<file path="src/sbpd_pkg.sv">
// Shared types, constants and the log weight table for the spectrum band
// level block. No dependencies; sbpd_ctrl, sbpd_datapath and the top import it.
package sbpd_pkg;

	// Fixed field widths.
	localparam int BIN_W   = 24;
	localparam int DECAY_W = 16;
	localparam int LEVEL_W = 17;
	localparam int IDX_W   = 5;
	localparam int CFG_W   = 6;
	localparam int ROM_W   = 15;
	localparam int GAIN_W  = 17;
	localparam int FRAC_W  = 12;

	// Configuration register indexes and reset values.
	localparam int CFG_IDX_W = 2;
	typedef logic [CFG_IDX_W-1:0] cfg_idx_t;
	localparam cfg_idx_t CFG_BINS_PER_BAND = 2'd0;
	localparam cfg_idx_t CFG_BAND_COUNT    = 2'd1;
	localparam logic [CFG_W-1:0] BINS_PER_BAND_RST = 6'd8;
	localparam logic [CFG_W-1:0] BAND_COUNT_RST    = 6'd30;

	// Gain window thresholds in Q.16 and output clamp values.
	localparam int TH_LO1    = 328;
	localparam int TH_HI1    = 590;
	localparam int TH_LO2    = 655;
	localparam int TH_HI2    = 6554;
	localparam int TH_HI3    = 32768;
	localparam int LEVEL_ONE = 65536;
	localparam logic [LEVEL_W-1:0] LEVEL_CAP = 17'd58982;

	// Gains in Q.12.
	localparam logic [GAIN_W-1:0] GAIN_9PI = 17'd115811;
	localparam logic [GAIN_W-1:0] GAIN_3PI = 17'd38604;
	localparam logic [GAIN_W-1:0] GAIN_PI  = 17'd12868;

	// ln(n+2) in Q3.12 for n = 0..63.
	localparam logic [ROM_W-1:0] LOG_ROM [64] = '{
		15'd2839,  15'd4500,  15'd5678,  15'd6592,  15'd7339,  15'd7970,  15'd8517,  15'd9000,
		15'd9431,  15'd9822,  15'd10178, 15'd10506, 15'd10810, 15'd11092, 15'd11357, 15'd11605,
		15'd11839, 15'd12060, 15'd12271, 15'd12470, 15'd12661, 15'd12843, 15'd13017, 15'd13185,
		15'd13345, 15'd13500, 15'd13649, 15'd13792, 15'd13931, 15'd14066, 15'd14196, 15'd14322,
		15'd14444, 15'd14563, 15'd14678, 15'd14790, 15'd14900, 15'd15006, 15'd15110, 15'd15211,
		15'd15309, 15'd15406, 15'd15500, 15'd15592, 15'd15682, 15'd15770, 15'd15856, 15'd15941,
		15'd16024, 15'd16105, 15'd16184, 15'd16262, 15'd16339, 15'd16414, 15'd16488, 15'd16560,
		15'd16632, 15'd16702, 15'd16770, 15'd16838, 15'd16905, 15'd16970, 15'd17035, 15'd17098
	};

	// Controller states.
	typedef enum logic [1:0] {
		ST_IDLE,
		ST_MUL,
		ST_GAIN,
		ST_HOLD
	} state_t;

	// Commands from the controller to the datapath.
	typedef struct packed {
		logic accept;
		logic capture;
		logic mul;
		logic gain;
		logic hold;
	} cmd_t;

	// Status from the datapath to the controller.
	typedef struct packed {
		logic band_done;
	} status_t;

endpackage

</file>
<file path="src/sbpd_ram.sv">
// Generic single-port-write, single-port-read RAM with registered read data.
// No dependencies.
module sbpd_ram #(
	parameter int WIDTH = 17,
	parameter int DEPTH = 32
) (
	input  logic                                    clk,
	input  logic                                    wr_en,
	input  logic [(DEPTH > 1 ? $clog2(DEPTH) : 1)-1:0] wr_addr,
	input  logic [WIDTH-1:0]                        wr_data,
	input  logic                                    rd_en,
	input  logic [(DEPTH > 1 ? $clog2(DEPTH) : 1)-1:0] rd_addr,
	output logic [WIDTH-1:0]                        rd_data
);

	logic [WIDTH-1:0] mem_q [DEPTH];
	logic [WIDTH-1:0] rd_data_q;

	// Write port.
	always_ff @(posedge clk) begin
		if (wr_en) begin
			mem_q[wr_addr] <= wr_data;
		end
	end

	// Registered read port.
	always_ff @(posedge clk) begin
		if (rd_en) begin
			rd_data_q <= mem_q[rd_addr];
		end
	end

	assign rd_data = rd_data_q;

endmodule

</file>
<file path="src/sbpd_ctrl.sv">
// Controller state machine for the spectrum band level block: input handshake,
// band math sequencing and the output valid flag. Depends on sbpd_pkg.
module sbpd_ctrl import sbpd_pkg::*; (
	input  logic    clk,
	input  logic    arst_n,
	input  logic    in_valid,
	output logic    in_ready,
	output logic    out_valid,
	input  logic    out_ready,
	input  status_t status,
	output cmd_t    cmd
);

	state_t state_q;
	state_t state_nxt;
	logic   out_valid_q;
	logic   slot_free;

	assign slot_free = !out_valid_q || out_ready;

	// Next state.
	always_comb begin
		state_nxt = state_q;
		case (state_q)
			ST_IDLE: begin
				if (in_valid && status.band_done) begin
					state_nxt = ST_MUL;
				end
			end
			ST_MUL:  state_nxt = ST_GAIN;
			ST_GAIN: state_nxt = ST_HOLD;
			ST_HOLD: begin
				if (slot_free) begin
					state_nxt = ST_IDLE;
				end
			end
			default: state_nxt = ST_IDLE;
		endcase
	end

	// Outputs and datapath commands.
	always_comb begin
		in_ready    = 1'b0;
		cmd         = '0;
		case (state_q)
			ST_IDLE: begin
				in_ready    = 1'b1;
				cmd.accept  = in_valid;
				cmd.capture = in_valid && status.band_done;
			end
			ST_MUL:  cmd.mul  = 1'b1;
			ST_GAIN: cmd.gain = 1'b1;
			ST_HOLD: cmd.hold = slot_free;
			default: in_ready = 1'b0;
		endcase
	end

	// State register.
	always_ff @(posedge clk or negedge arst_n) begin
		if (!arst_n) begin
			state_q <= ST_IDLE;
		end else begin
			state_q <= state_nxt;
		end
	end

	// Output valid flag: set when a band result is loaded, cleared when taken.
	always_ff @(posedge clk or negedge arst_n) begin
		if (!arst_n) begin
			out_valid_q <= 1'b0;
		end else if (cmd.hold) begin
			out_valid_q <= 1'b1;
		end else if (out_ready) begin
			out_valid_q <= 1'b0;
		end
	end

	assign out_valid = out_valid_q;

`ifndef NO_ASSERTIONS
	// A result is never loaded over one that has not been taken.
	a_hold_slot: assert property (@(posedge clk) disable iff (!arst_n)
		cmd.hold |-> (!out_valid_q || out_ready))
		else $error("band result loaded over a pending result");

	// Output valid only rises right after the hold step.
	a_valid_src: assert property (@(posedge clk) disable iff (!arst_n)
		$rose(out_valid) |-> $past(state_q == ST_HOLD))
		else $error("output valid raised outside the hold step");

	// A completed band starts the multiply step in the next cycle.
	a_capture_seq: assert property (@(posedge clk) disable iff (!arst_n)
		cmd.capture |=> (state_q == ST_MUL))
		else $error("band capture not followed by multiply");

	// Multiply is always followed by the gain step.
	a_mul_seq: assert property (@(posedge clk) disable iff (!arst_n)
		(state_q == ST_MUL) |=> (state_q == ST_GAIN))
		else $error("multiply step not followed by gain step");
`endif

endmodule

</file>
<file path="src/sbpd_datapath.sv">
// Datapath for the spectrum band level block: bin accumulation, log weight
// multiply, piecewise gain, clamp and held-level falloff. Depends on
// sbpd_pkg and sbpd_ram.
module sbpd_datapath import sbpd_pkg::*; #(
	parameter int MAX_BANDS         = 32,
	parameter int MAX_BINS_PER_BAND = 32
) (
	input  logic               clk,
	input  logic               arst_n,
	input  cmd_t               cmd,
	output status_t            status,
	input  logic [CFG_W-1:0]   bins_per_band,
	input  logic [CFG_W-1:0]   band_count,
	input  logic [BIN_W-1:0]   bin_value,
	input  logic               first_bin,
	input  logic [DECAY_W-1:0] decay_amount,
	output logic [LEVEL_W-1:0] band_value,
	output logic [IDX_W-1:0]   band_index,
	output logic               last_band
);

	localparam int CNT_W  = $clog2(MAX_BINS_PER_BAND + 1);
	localparam int BAND_W = $clog2(MAX_BANDS + 1);
	localparam int SUM_W  = BIN_W + CNT_W;
	localparam int PROD_W = SUM_W + ROM_W;
	localparam int V_W    = PROD_W - FRAC_W;
	localparam int ADDR_W = MAX_BANDS > 1 ? $clog2(MAX_BANDS) : 1;
	localparam int LIM_W  = CFG_W + 1;
	localparam int GP_W   = 15 + GAIN_W;

	// Accumulation state.
	logic [SUM_W-1:0]  sum_q;
	logic [CNT_W-1:0]  cnt_q;
	logic [BAND_W-1:0] band_q;

	// Band math pipeline.
	logic [SUM_W-1:0]   sum_s1;
	logic [BAND_W-1:0]  band_s1;
	logic [DECAY_W-1:0] decay_s1;
	logic               last_s1;
	logic [V_W-1:0]     v_s2;
	logic [LEVEL_W-1:0] lvl_s3;

	// Output register.
	logic [LEVEL_W-1:0] band_value_q;
	logic [IDX_W-1:0]   band_index_q;
	logic               last_band_q;

	// Held-level store flags.
	logic [MAX_BANDS-1:0] held_vld_q;
	logic                 rd_vld_q;
	logic [LEVEL_W-1:0]   rd_data;

	logic [LIM_W-1:0]  eff_bins;
	logic [LIM_W-1:0]  eff_bands;
	logic [SUM_W-1:0]  sum_base;
	logic [CNT_W-1:0]  cnt_base;
	logic [BAND_W-1:0] band_base;
	logic [CNT_W-1:0]  cnt_inc;
	logic [SUM_W-1:0]  sum_inc;
	logic              ignore_bin;
	logic              done;
	logic [PROD_W-1:0] prod;
	logic [GAIN_W-1:0] gain_sel;
	logic              gain_en;
	logic [GP_W-1:0]   gprod;
	logic [V_W-1:0]    gained;
	logic [LEVEL_W-1:0] lvl;
	logic [LEVEL_W-1:0] held;
	logic signed [LEVEL_W:0] diff;
	logic signed [LEVEL_W:0] lvl_ext;
	logic [LEVEL_W-1:0] new_held;
	logic [ADDR_W-1:0]  addr;

	// Effective register values, clamped to the supported range.
	always_comb begin
		if (bins_per_band == '0) begin
			eff_bins = LIM_W'(1);
		end else if ({1'b0, bins_per_band} > LIM_W'(MAX_BINS_PER_BAND)) begin
			eff_bins = LIM_W'(MAX_BINS_PER_BAND);
		end else begin
			eff_bins = {1'b0, bins_per_band};
		end
		if (band_count == '0) begin
			eff_bands = LIM_W'(1);
		end else if ({1'b0, band_count} > LIM_W'(MAX_BANDS)) begin
			eff_bands = LIM_W'(MAX_BANDS);
		end else begin
			eff_bands = {1'b0, band_count};
		end
	end

	// Per-bin accumulation; a first bin restarts the frame.
	always_comb begin
		sum_base   = first_bin ? '0 : sum_q;
		cnt_base   = first_bin ? '0 : cnt_q;
		band_base  = first_bin ? '0 : band_q;
		ignore_bin = LIM_W'(band_base) >= eff_bands;
		cnt_inc    = cnt_base + CNT_W'(1);
		sum_inc    = sum_base + SUM_W'(bin_value);
		done       = !ignore_bin && (LIM_W'(cnt_inc) >= eff_bins);
	end

	assign status.band_done = done;

	always_ff @(posedge clk or negedge arst_n) begin
		if (!arst_n) begin
			sum_q  <= '0;
			cnt_q  <= '0;
			band_q <= '0;
		end else if (cmd.accept) begin
			if (ignore_bin) begin
				sum_q  <= sum_base;
				cnt_q  <= cnt_base;
				band_q <= band_base;
			end else if (done) begin
				sum_q  <= '0;
				cnt_q  <= '0;
				band_q <= band_base + BAND_W'(1);
			end else begin
				sum_q  <= sum_inc;
				cnt_q  <= cnt_inc;
				band_q <= band_base;
			end
		end
	end

	// Capture the finished band sum.
	always_ff @(posedge clk) begin
		if (cmd.capture) begin
			sum_s1   <= sum_inc;
			band_s1  <= band_base;
			decay_s1 <= decay_amount;
			last_s1  <= (LIM_W'(band_base) + LIM_W'(1)) == eff_bands;
		end
	end

	// Log weight multiply, truncated to Q.16.
	assign prod = PROD_W'(sum_s1) * PROD_W'(LOG_ROM[6'(band_s1)]);

	always_ff @(posedge clk) begin
		if (cmd.mul) begin
			v_s2 <= prod[PROD_W-1:FRAC_W];
		end
	end

	// Piecewise gain on open intervals, then clamp above one.
	always_comb begin
		gain_en  = 1'b1;
		gain_sel = GAIN_PI;
		if (v_s2 > V_W'(TH_LO1) && v_s2 < V_W'(TH_HI1)) begin
			gain_sel = GAIN_9PI;
		end else if (v_s2 > V_W'(TH_LO2) && v_s2 < V_W'(TH_HI2)) begin
			gain_sel = GAIN_3PI;
		end else if (v_s2 > V_W'(TH_HI2) && v_s2 < V_W'(TH_HI3)) begin
			gain_sel = GAIN_PI;
		end else begin
			gain_en = 1'b0;
		end
		gprod  = GP_W'(v_s2[14:0]) * GP_W'(gain_sel);
		gained = gain_en ? V_W'(gprod[GP_W-1:FRAC_W]) : v_s2;
		lvl    = (gained > V_W'(LEVEL_ONE)) ? LEVEL_CAP : gained[LEVEL_W-1:0];
	end

	always_ff @(posedge clk) begin
		if (cmd.gain) begin
			lvl_s3 <= lvl;
		end
	end

	// Held level: rise at once, otherwise fall by the decay, floored at zero.
	assign addr = ADDR_W'(band_s1);

	sbpd_ram #(
		.WIDTH (LEVEL_W),
		.DEPTH (MAX_BANDS)
	) u_held_ram (
		.clk     (clk),
		.wr_en   (cmd.hold),
		.wr_addr (addr),
		.wr_data (new_held),
		.rd_en   (cmd.mul),
		.rd_addr (addr),
		.rd_data (rd_data)
	);

	always_ff @(posedge clk or negedge arst_n) begin
		if (!arst_n) begin
			held_vld_q <= '0;
			rd_vld_q   <= 1'b0;
		end else begin
			if (cmd.hold) begin
				held_vld_q[addr] <= 1'b1;
			end
			if (cmd.mul) begin
				rd_vld_q <= held_vld_q[addr];
			end
		end
	end

	always_comb begin
		held     = rd_vld_q ? rd_data : '0;
		diff     = $signed({1'b0, held}) - $signed({2'b00, decay_s1});
		lvl_ext  = $signed({1'b0, lvl_s3});
		new_held = (lvl_ext >= diff) ? lvl_s3 : diff[LEVEL_W-1:0];
	end

	// Output register.
	always_ff @(posedge clk) begin
		if (cmd.hold) begin
			band_value_q <= new_held;
			band_index_q <= IDX_W'(band_s1);
			last_band_q  <= last_s1;
		end
	end

	assign band_value = band_value_q;
	assign band_index = band_index_q;
	assign last_band  = last_band_q;

endmodule

</file>
<file path="src/spectrum_band_peak_decay_top.sv">
// A bin that does not finish a band is taken while the block is idle; a bin that
// finishes a band occupies the block through the capture, multiply, gain and
// hold update steps, and no new bin is taken until they are done. Its result is
// registered at the hold update, which waits while the previous result is untaken.
// The held-level RAM has one read and one write port; per-band valid flags make
// it read as zero after reset, with no clearing pass. Reset is asynchronous.
// Top level: configuration registers, controller and datapath. Depends on
// sbpd_pkg, sbpd_ctrl, sbpd_datapath and sbpd_ram.
module spectrum_band_peak_decay_top import sbpd_pkg::*; #(
	parameter int MAX_BANDS         = 32,
	parameter int MAX_BINS_PER_BAND = 32
) (
	input  logic               clk,
	input  logic               arst_n,
	input  logic               cfg_valid,
	output logic               cfg_ready,
	input  logic [CFG_IDX_W-1:0] cfg_index,
	input  logic [CFG_W-1:0]   cfg_data,
	input  logic               in_valid,
	output logic               in_ready,
	input  logic [BIN_W-1:0]   bin_value,
	input  logic               first_bin,
	input  logic [DECAY_W-1:0] decay_amount,
	output logic               out_valid,
	input  logic               out_ready,
	output logic [LEVEL_W-1:0] band_value,
	output logic [IDX_W-1:0]   band_index,
	output logic               last_band
);

	logic [CFG_W-1:0] bins_per_band_q;
	logic [CFG_W-1:0] band_count_q;
	cmd_t             cmd;
	status_t          status;

	// Configuration registers; unknown indexes are dropped.
	assign cfg_ready = 1'b1;

	always_ff @(posedge clk or negedge arst_n) begin
		if (!arst_n) begin
			bins_per_band_q <= BINS_PER_BAND_RST;
			band_count_q    <= BAND_COUNT_RST;
		end else if (cfg_valid) begin
			case (cfg_index)
				CFG_BINS_PER_BAND: bins_per_band_q <= cfg_data;
				CFG_BAND_COUNT:    band_count_q    <= cfg_data;
				default:           bins_per_band_q <= bins_per_band_q;
			endcase
		end
	end

	sbpd_ctrl u_ctrl (
		.clk       (clk),
		.arst_n    (arst_n),
		.in_valid  (in_valid),
		.in_ready  (in_ready),
		.out_valid (out_valid),
		.out_ready (out_ready),
		.status    (status),
		.cmd       (cmd)
	);

	sbpd_datapath #(
		.MAX_BANDS         (MAX_BANDS),
		.MAX_BINS_PER_BAND (MAX_BINS_PER_BAND)
	) u_datapath (
		.clk           (clk),
		.arst_n        (arst_n),
		.cmd           (cmd),
		.status        (status),
		.bins_per_band (bins_per_band_q),
		.band_count    (band_count_q),
		.bin_value     (bin_value),
		.first_bin     (first_bin),
		.decay_amount  (decay_amount),
		.band_value    (band_value),
		.band_index    (band_index),
		.last_band     (last_band)
	);

endmodule
</file>
<file path="config.mk">
export PLATFORM = sky130hd
export DESIGN_NAME = spectrum_band_peak_decay_top
export DESIGN_NICKNAME = d
export VERILOG_FILES = /design/src/sbpd_pkg.sv /design/src/sbpd_ram.sv /design/src/sbpd_ctrl.sv /design/src/sbpd_datapath.sv /design/src/spectrum_band_peak_decay_top.sv
export SDC_FILE = /design/constraint.sdc
export NUM_CORES = 2
export LEC_CHECK = 0
export BUFFER_PORTS_ARGS = -buffer_cell sky130_fd_sc_hd__clkbuf_2
export CAP_MARGIN = 20
export CORE_MARGIN = 1.5
export CORE_UTILIZATION = 62
export CTS_CLUSTER_DIAMETER = 100
export DETAILED_ROUTE_END_ITERATION = 8
export GPL_TIMING_DRIVEN = 0
export PLACE_DENSITY = 0.79
export SYNTH_ARGS = -nofsm -noshare
export SYNTH_HDL_FRONTEND = slang
export SYNTH_HIERARCHICAL = 1
export SYNTH_SLANG_ARGS = --single-unit
</file>
<file path="constraint.sdc">
create_clock -name clk -period 9.9 [get_ports clk]
set_input_delay 0.99 -clock clk [delete_from_list [all_inputs] [get_ports clk]]
set_output_delay 0.99 -clock clk [all_outputs]
set_load 0.02 [all_outputs]
</file>
* Word-level counts from Yosys, hierarchy flattened
Memories as Yosys holds them, arrays and structs flattened. A register that Yosys moved wholly into a read port is not among the register bits. Index checks and enable logic that the tools add are counted. W data, S select, Z words.
Word-level totals: word-level logic and storage cells 107, output and inout port bits 26, memory bits (read-only) 960, memory bits (writable) 544, input port bits 54, memories kept 2, register bits 216
Memories:
- (no name shown) | words 64, bits a word 15, read ports 1, clocked after Yosys merged registers in 0, wr ports 0, line sbpd_datapath.sv:139 | assign prod = PROD_W'(sum_s1) * PROD_W'(LOG_ROM[6'(band_s1)]);
- u_datapath.u_held_ram.mem_q | words 32, bits a word 17, read ports 1, clocked after Yosys merged registers in 1, wr ports 1, line sbpd_ram.sv:16 | logic [WIDTH-1:0] mem_q [DEPTH];
Cells by class: reductions and logical operators 17, $add $sub $neg 5, eq/ne operators 7, multiply operators 2, bitwise operators 2, $lt $le $gt $ge 15, muxes and demuxes 39
Operators with widths (count):
- $mux W30 | 3
- $mux W6 | 9
- $mux W17 | 3
- $mul A30 B15 Y45 | 1
- $gt A33 B10 Y1 const B | 1
- $gt A33 B13 Y1 const B | 1
- $gt A33 B17 Y1 const B | 1
- $gt A33 B9 Y1 const B | 1
- $lt A33 B10 Y1 const B | 1
- $lt A33 B13 Y1 const B | 1
- $lt A33 B16 Y1 const B | 1
- $mux W33 | 1
- $mul A15 B17 Y32 | 1
- $or A32 B32 Y32 | 1
- $add A30 B24 Y30 | 1
- $mux W15 | 2
- $ge A18 B18 Y1 | 1
- $sub A17 B16 Y18 | 1
- $mux W16 | 1
- $mux W1 | 13
- $add A6 B1 Y6 const B | 2
- $gt A6 B6 Y1 const B | 2
- $logic_not A6 Y1 | 2
- $pmux W2 S4 | 1
- 21 further kinds | 35

* Logic depth before layout (Yosys ltp)
depth after elaboration 9, depth in mapped cells 37, mapped depth without buffers 33

* By module
The synthesis kept the hierarchy.
Modules (own cells, without submodules):
- sbpd_datapath | seq. area each 5660.4 µm², cells each 3353, instances 1, area an instance 32009.4 µm²
- sbpd_ram | seq. area each 16846.2 µm², cells each 1212, instances 1, area an instance 21907.3 µm²
- spectrum_band_peak_decay_top | seq. area each 306.5 µm², cells each 28, instances 1, area an instance 483.0 µm²
- sbpd_ctrl | seq. area each 75.1 µm², cells each 21, instances 1, area an instance 232.7 µm²

* Worst setup path after synthesis
OpenSTA, ideal clock, no wires.
path kind register -> register, start point reg u_datapath.band_s1[1], end point reg u_datapath.v_s2[21] (data pin), arrival 8.368 ns, required time 9.642 ns, setup slack 1.274 ns, cell stages (with the launch flop) 34, path buffers 5, setup time 0.258 ns, clock period less this slack 8.626 ns, cell sequence edfxtp_1 -> clkbuf_1 -> inv_1 -> ha_1 -> clkbuf_1 -> buf_1 -> o21ai_0 -> and3_1 -> clkbuf_1 -> a31oi_1 -> clkbuf_1 -> nand2_1 -> fa_1 -> inv_1 -> fa_1 -> inv_1 -> fa_1 -> fa_1 -> inv_1 -> fa_1 -> fa_1 -> ha_1 -> a21o_1 -> a21o_1 -> a21o_1 -> a21o_1 -> a21oi_1 -> o21a_1 -> o21ai_0 -> a21oi_1 -> o211ai_1 -> o41ai_1 -> o21ba_2 -> xnor2_1
On the way: longest elaborated chain between the ends 5
RTL lines:
- from (decl) | line sbpd_datapath.sv:38 | logic [BAND_W-1:0] band_s1;
- from (signal assigned) | line sbpd_datapath.sv:132 | band_s1 <= band_base;
- $not A6 Y7 (not written as such) | line sbpd_datapath.sv:139
- $mem_v2 Z64 W15
- $mux W15 (not written as such) (2 in series) | line sbpd_datapath.sv:139
- $mul A30 B15 Y45 | line sbpd_datapath.sv:139
- named net u_datapath.prod[33] | line sbpd_datapath.sv:63 | logic [PROD_W-1:0] prod;
- to (signal assigned) | line sbpd_datapath.sv:143 | v_s2 <= prod[PROD_W-1:FRAC_W];
- to (decl) | line sbpd_datapath.sv:41 | logic [V_W-1:0] v_s2;
The timed path passes the listed nets, and every way through them passes these cells. The select of a mux whose other input is x is not followed. A chain may end at the register's enable or synchronous reset.

* Final worst setup path
start point reg u_datapath.v_s2[9], end point reg u_datapath.lvl_s3[9] (data pin)
On the way: longest elaborated chain between the ends 7, elaborated cells between the ends (all ways) 17
RTL lines:
- $gt A33 B10 Y1 (tied with other cells) | line sbpd_datapath.sv:153 | end else if (v_s2 > V_W'(TH_LO2) && v_s2 < V_W'(TH_HI2)) begin
- $logic_and A1 B1 Y1, on equally long branches | line sbpd_datapath.sv:153, sbpd_datapath.sv:155
- $mux W16 or $mux W1 (tied branches) | line sbpd_datapath.sv:153, sbpd_datapath.sv:155
- $mux W17 or $mux W1 (tied branches) | line sbpd_datapath.sv:151, sbpd_datapath.sv:153
- $mul A15 B17 Y32 or $mux W1 (tied branches) | line sbpd_datapath.sv:160, sbpd_datapath.sv:151
- $mux W33 (*) | line sbpd_datapath.sv:161 | gained = gain_en ? V_W'(gprod[GP_W-1:FRAC_W]) : v_s2;
- $gt A33 B17 Y1 | line sbpd_datapath.sv:162 | lvl = (gained > V_W'(LEVEL_ONE)) ? LEVEL_CAP : gained[LEVEL_W-1:0];
- to (signal assigned) | line sbpd_datapath.sv:167 | lvl_s3 <= lvl;
- to (decl) | line sbpd_datapath.sv:42 | logic [LEVEL_W-1:0] lvl_s3;
Every way passes the cells marked *; elsewhere a longest branch is shown, timed or not.

==> qor.txt <==
Reg2reg start -> u_datapath/v_s2[9]
CP required -> 10310 ps
Pre-Repair DR Iteration Count -> 9
Final Critical Period -> 9564 ps
Wirelength per Cell -> 23.24 µm
Largest family of logic cells by synthesized area -> adder cells
Clk root buf -> clkbuf_16
Register area share after synthesis -> 0.4189
Starting Density -> 0.6278
Clk sinks -> 777
Yosys top cell area share -> 0.3776
Final WS setup -> 335.6 ps
Max_cap viols -> 0
Gpl congestion -> 0.9596
Top cells by count, synth -> edfxtp_1, inv_1, fa_1, nand2_1, ha_1
CP max stage delay -> 580 ps
Final number of setup-violating endpoints -> 0
Fin Hold WS -> 302.5 ps
Final Skew -> 65.66 ps
Most used cell, CP -> fa_1
Final Cycle Share -> 0.9661
First-pass GRT wire length -> 219100 µm
Pre-CTS setup slack -> -2064 ps
Final Max Slew Viols -> 0
RSZ-0062 raised after global routing -> yes
Worst r2r dst -> u_datapath/lvl_s3[9]
Antenna viol nets, final -> 0
Slowest-stage cell, CP -> or4b_4
Cell area after synthesis -> 0.05463 mm²
XOR/XNOR Fraction of Synth Area -> 0.01555
Worst Hold Class -> input port to async pin
Io pins -> 80
Setup crit end kind -> flip-flop
Worst Path Arrival -> 9970 ps
Via count of the routed design -> 36990
Mapped Cells -> 4614
Mean Syn Cell Area -> 11.84 µm²
Detailed Place HPWL -> 105500 µm
R2R cell count -> 31
Crit Path Class -> flip-flop to flip-flop
GR Overflow Total -> 0
Synth cell types -> 98
Num rows -> 108
Slew margin rel. -> 0.3318
Synth Area in Simple Gates -> 0.1050
Max frequency -> 0.1046 GHz
Count leader, synth -> edfxtp_1
Maximum buffer depth of the clock tree -> 3
Synth Register Bits -> 777
Ys async rst share -> 0.1158
Mux cell area share after synthesis -> 0.06310
Worst setup path endpoint -> u_datapath/lvl_s3[9]
Drt initial violations -> 3608
# fillers -> 6133
Total number of yosys warnings -> 6
Number of synthesized flops with an enable pin -> 687
Largest net degree at the start of global routing -> 67
Tot GR Track Use -> 0.3212
Area Growth Syn to Fin -> 10.59%
Top cell type by total area after synthesis -> edfxtp_1
Initial antenna violation count -> 2
H-tree levels -> 3
Compound-gate portion of the synthesized area -> 0.07649
R2r setup slk -> 340 ps
Number of buffers created by CTS -> 81
Via-to-Cell Ratio -> 6.093
Routed wire length -> 141100 µm
Die width -> 299.8 µm
TritonCTS clock tree -> yes
DRC Markers -> 0
Synth top area cells -> edfxtp_1, fa_1, ha_1
Setup crit start kind -> flip-flop
Least-Margin Pin Slew -> 1001 ps
Core box area -> 0.08702 mm²
Cts hold-fix bufs -> 0
Crit path from -> u_datapath/v_s2[9]
Fraction of layout cells with a size suffix above 1 -> 0.09908
Top_reg_cell synth -> edfxtp_1
Reg clk slew, reported paths -> 60 ps
Die area -> 0.08991 mm²
Adder-Cell Fraction of Synth Area -> 0.2598
Die H -> 299.8 µm
Fin nets -> 5742
Clock Latency Late Sink -> 680 ps
Final Hold Violating Endpoints -> 0
CP max FO -> 10
Port bufs -> 78
Vias in the first global route -> 38717
Outcome -> complete, no violations
metrics by stage:
stage	TNS [ps]	instances	utilization	area, µm²
final	0	6071	0.6942	60420
after CTS	0	6073	0.6936	60360
after global routing	-3.587	6070	0.6942	60410
after global placement	-39410	5873	0.6500	56570
after detailed placement	-37430	5920	0.6630	57700
after floorplan	0	4640	-	54730
metal layers:
layer  GRT usage  share of wire  vias to the layer above
met4      0.1325          0.044                        0
met2      0.5159           0.47                     1872
met3     0.07002           0.10                      404
met5           0              0                        -
met1      0.4274           0.39                    18436
li1            -              -                    16278
flip-flops by register name, summed over array words and instances (netlist names):
register                       count
u_datapath/sum_s1                 30
u_datapath/cnt_q                   6
u_datapath/decay_s1               16
u_datapath/sum_q                  30
u_datapath/lvl_s3                 17
u_datapath/band_s1                 6
u_datapath/v_s2                   33
u_datapath/last_band               1
band_count_q                       6
u_datapath/held_vld_q             32
u_datapath/u_held_ram/mem_q      544
u_datapath/u_held_ram/rd_data     17
bins_per_band_q                    6
u_datapath/rd_vld_q                1
u_ctrl/state_q                     2
u_ctrl/out_valid                   1
u_datapath/band_q                  6
u_datapath/band_index              5
u_datapath/band_value             17
u_datapath/last_s1                 1
logic make-up (layout without fill, tap and decap cells):
logic type | after synthesis | in the layout
XOR/XNOR | 97 | 97
other | 3 | 30
multiplexers | 327 | 327
buffers and inverters | 816 | 1091
AND/OR/NAND/NOR | 1155 | 1155
flip-flops | 777 | 777
AO/OA/AOI/OAI | 606 | 606
adder cells (fa/ha/maj) | 833 | 833
how the worst min path moves through the flow:
stage	end	slack [ps]	cells after the start
floorplan	u_datapath/last_band	400	0
global placement	u_datapath/last_band	400	0
detailed placement	u_datapath/last_band	420	0
CTS	u_datapath/sum_q[5]	290	1
global route	u_datapath/sum_q[5]	310	1
finish	u_datapath/sum_q[5]	300	1
cells in the final DEF (no fill, tap or decap), types with 69 or more instances in the layout:
master     netlist  layout
edfxtp_1       687     687
inv_1          581     580
fa_1           502     502
nand2_1        412     412
ha_1           331     329
mux2i_1        299     284
and2_1         176     176
nor2_1         175     154
clkbuf_1       151     139
a21oi_1        130     123
nor2b_1        112     112
clkbuf_2         0     105
dfrtp_1         85      85
clkbuf_16        0      81
a22oi_1         74      74
nand3_1         70      70
o21ai_0         71      69
worst max-delay path: cells and delay by family (launching register included):
kind | cells | cell delay [ps]
AOI/OAI and AO/OA | 5 | 1000
adders and majority gates | 7 | 3470
buffers and inverters | 7 | 870
DFF | 1 | 560
muxes | 1 | 270
and+or+nand+nor | 11 | 3140
layout make-up:
class / count / area (µm²) / share of cell area
Sequential cell: 777 / 22890 / 0.3788
Timing Repair Buffer: 138 / 1343 / 0.02222
Buffer: 227 / 1160 / 0.01920
Inverter: 583 / 2188 / 0.03622
Antenna cell: 1 / 2.502 / 0.00004142
Clock inverter: 43 / 354.1 / 0.005861
Clock buffer: 100 / 2118 / 0.03506
Tap cell: 1155 / 1445 / 0.02392
Multi-Input combinational cell: 3047 / 28920 / 0.4786
timing repair:
action | 4_1_cts | 5_1_grt
resized for setup | 32 | 34
setup endpoints to repair | 44 | 26
buffers inserted | 12 | 1
pin swaps | 1 | 0
Power is left out: the tool's default activity adds up to more than one toggle a clock period on the data nets, which glitch-free logic cannot reach.
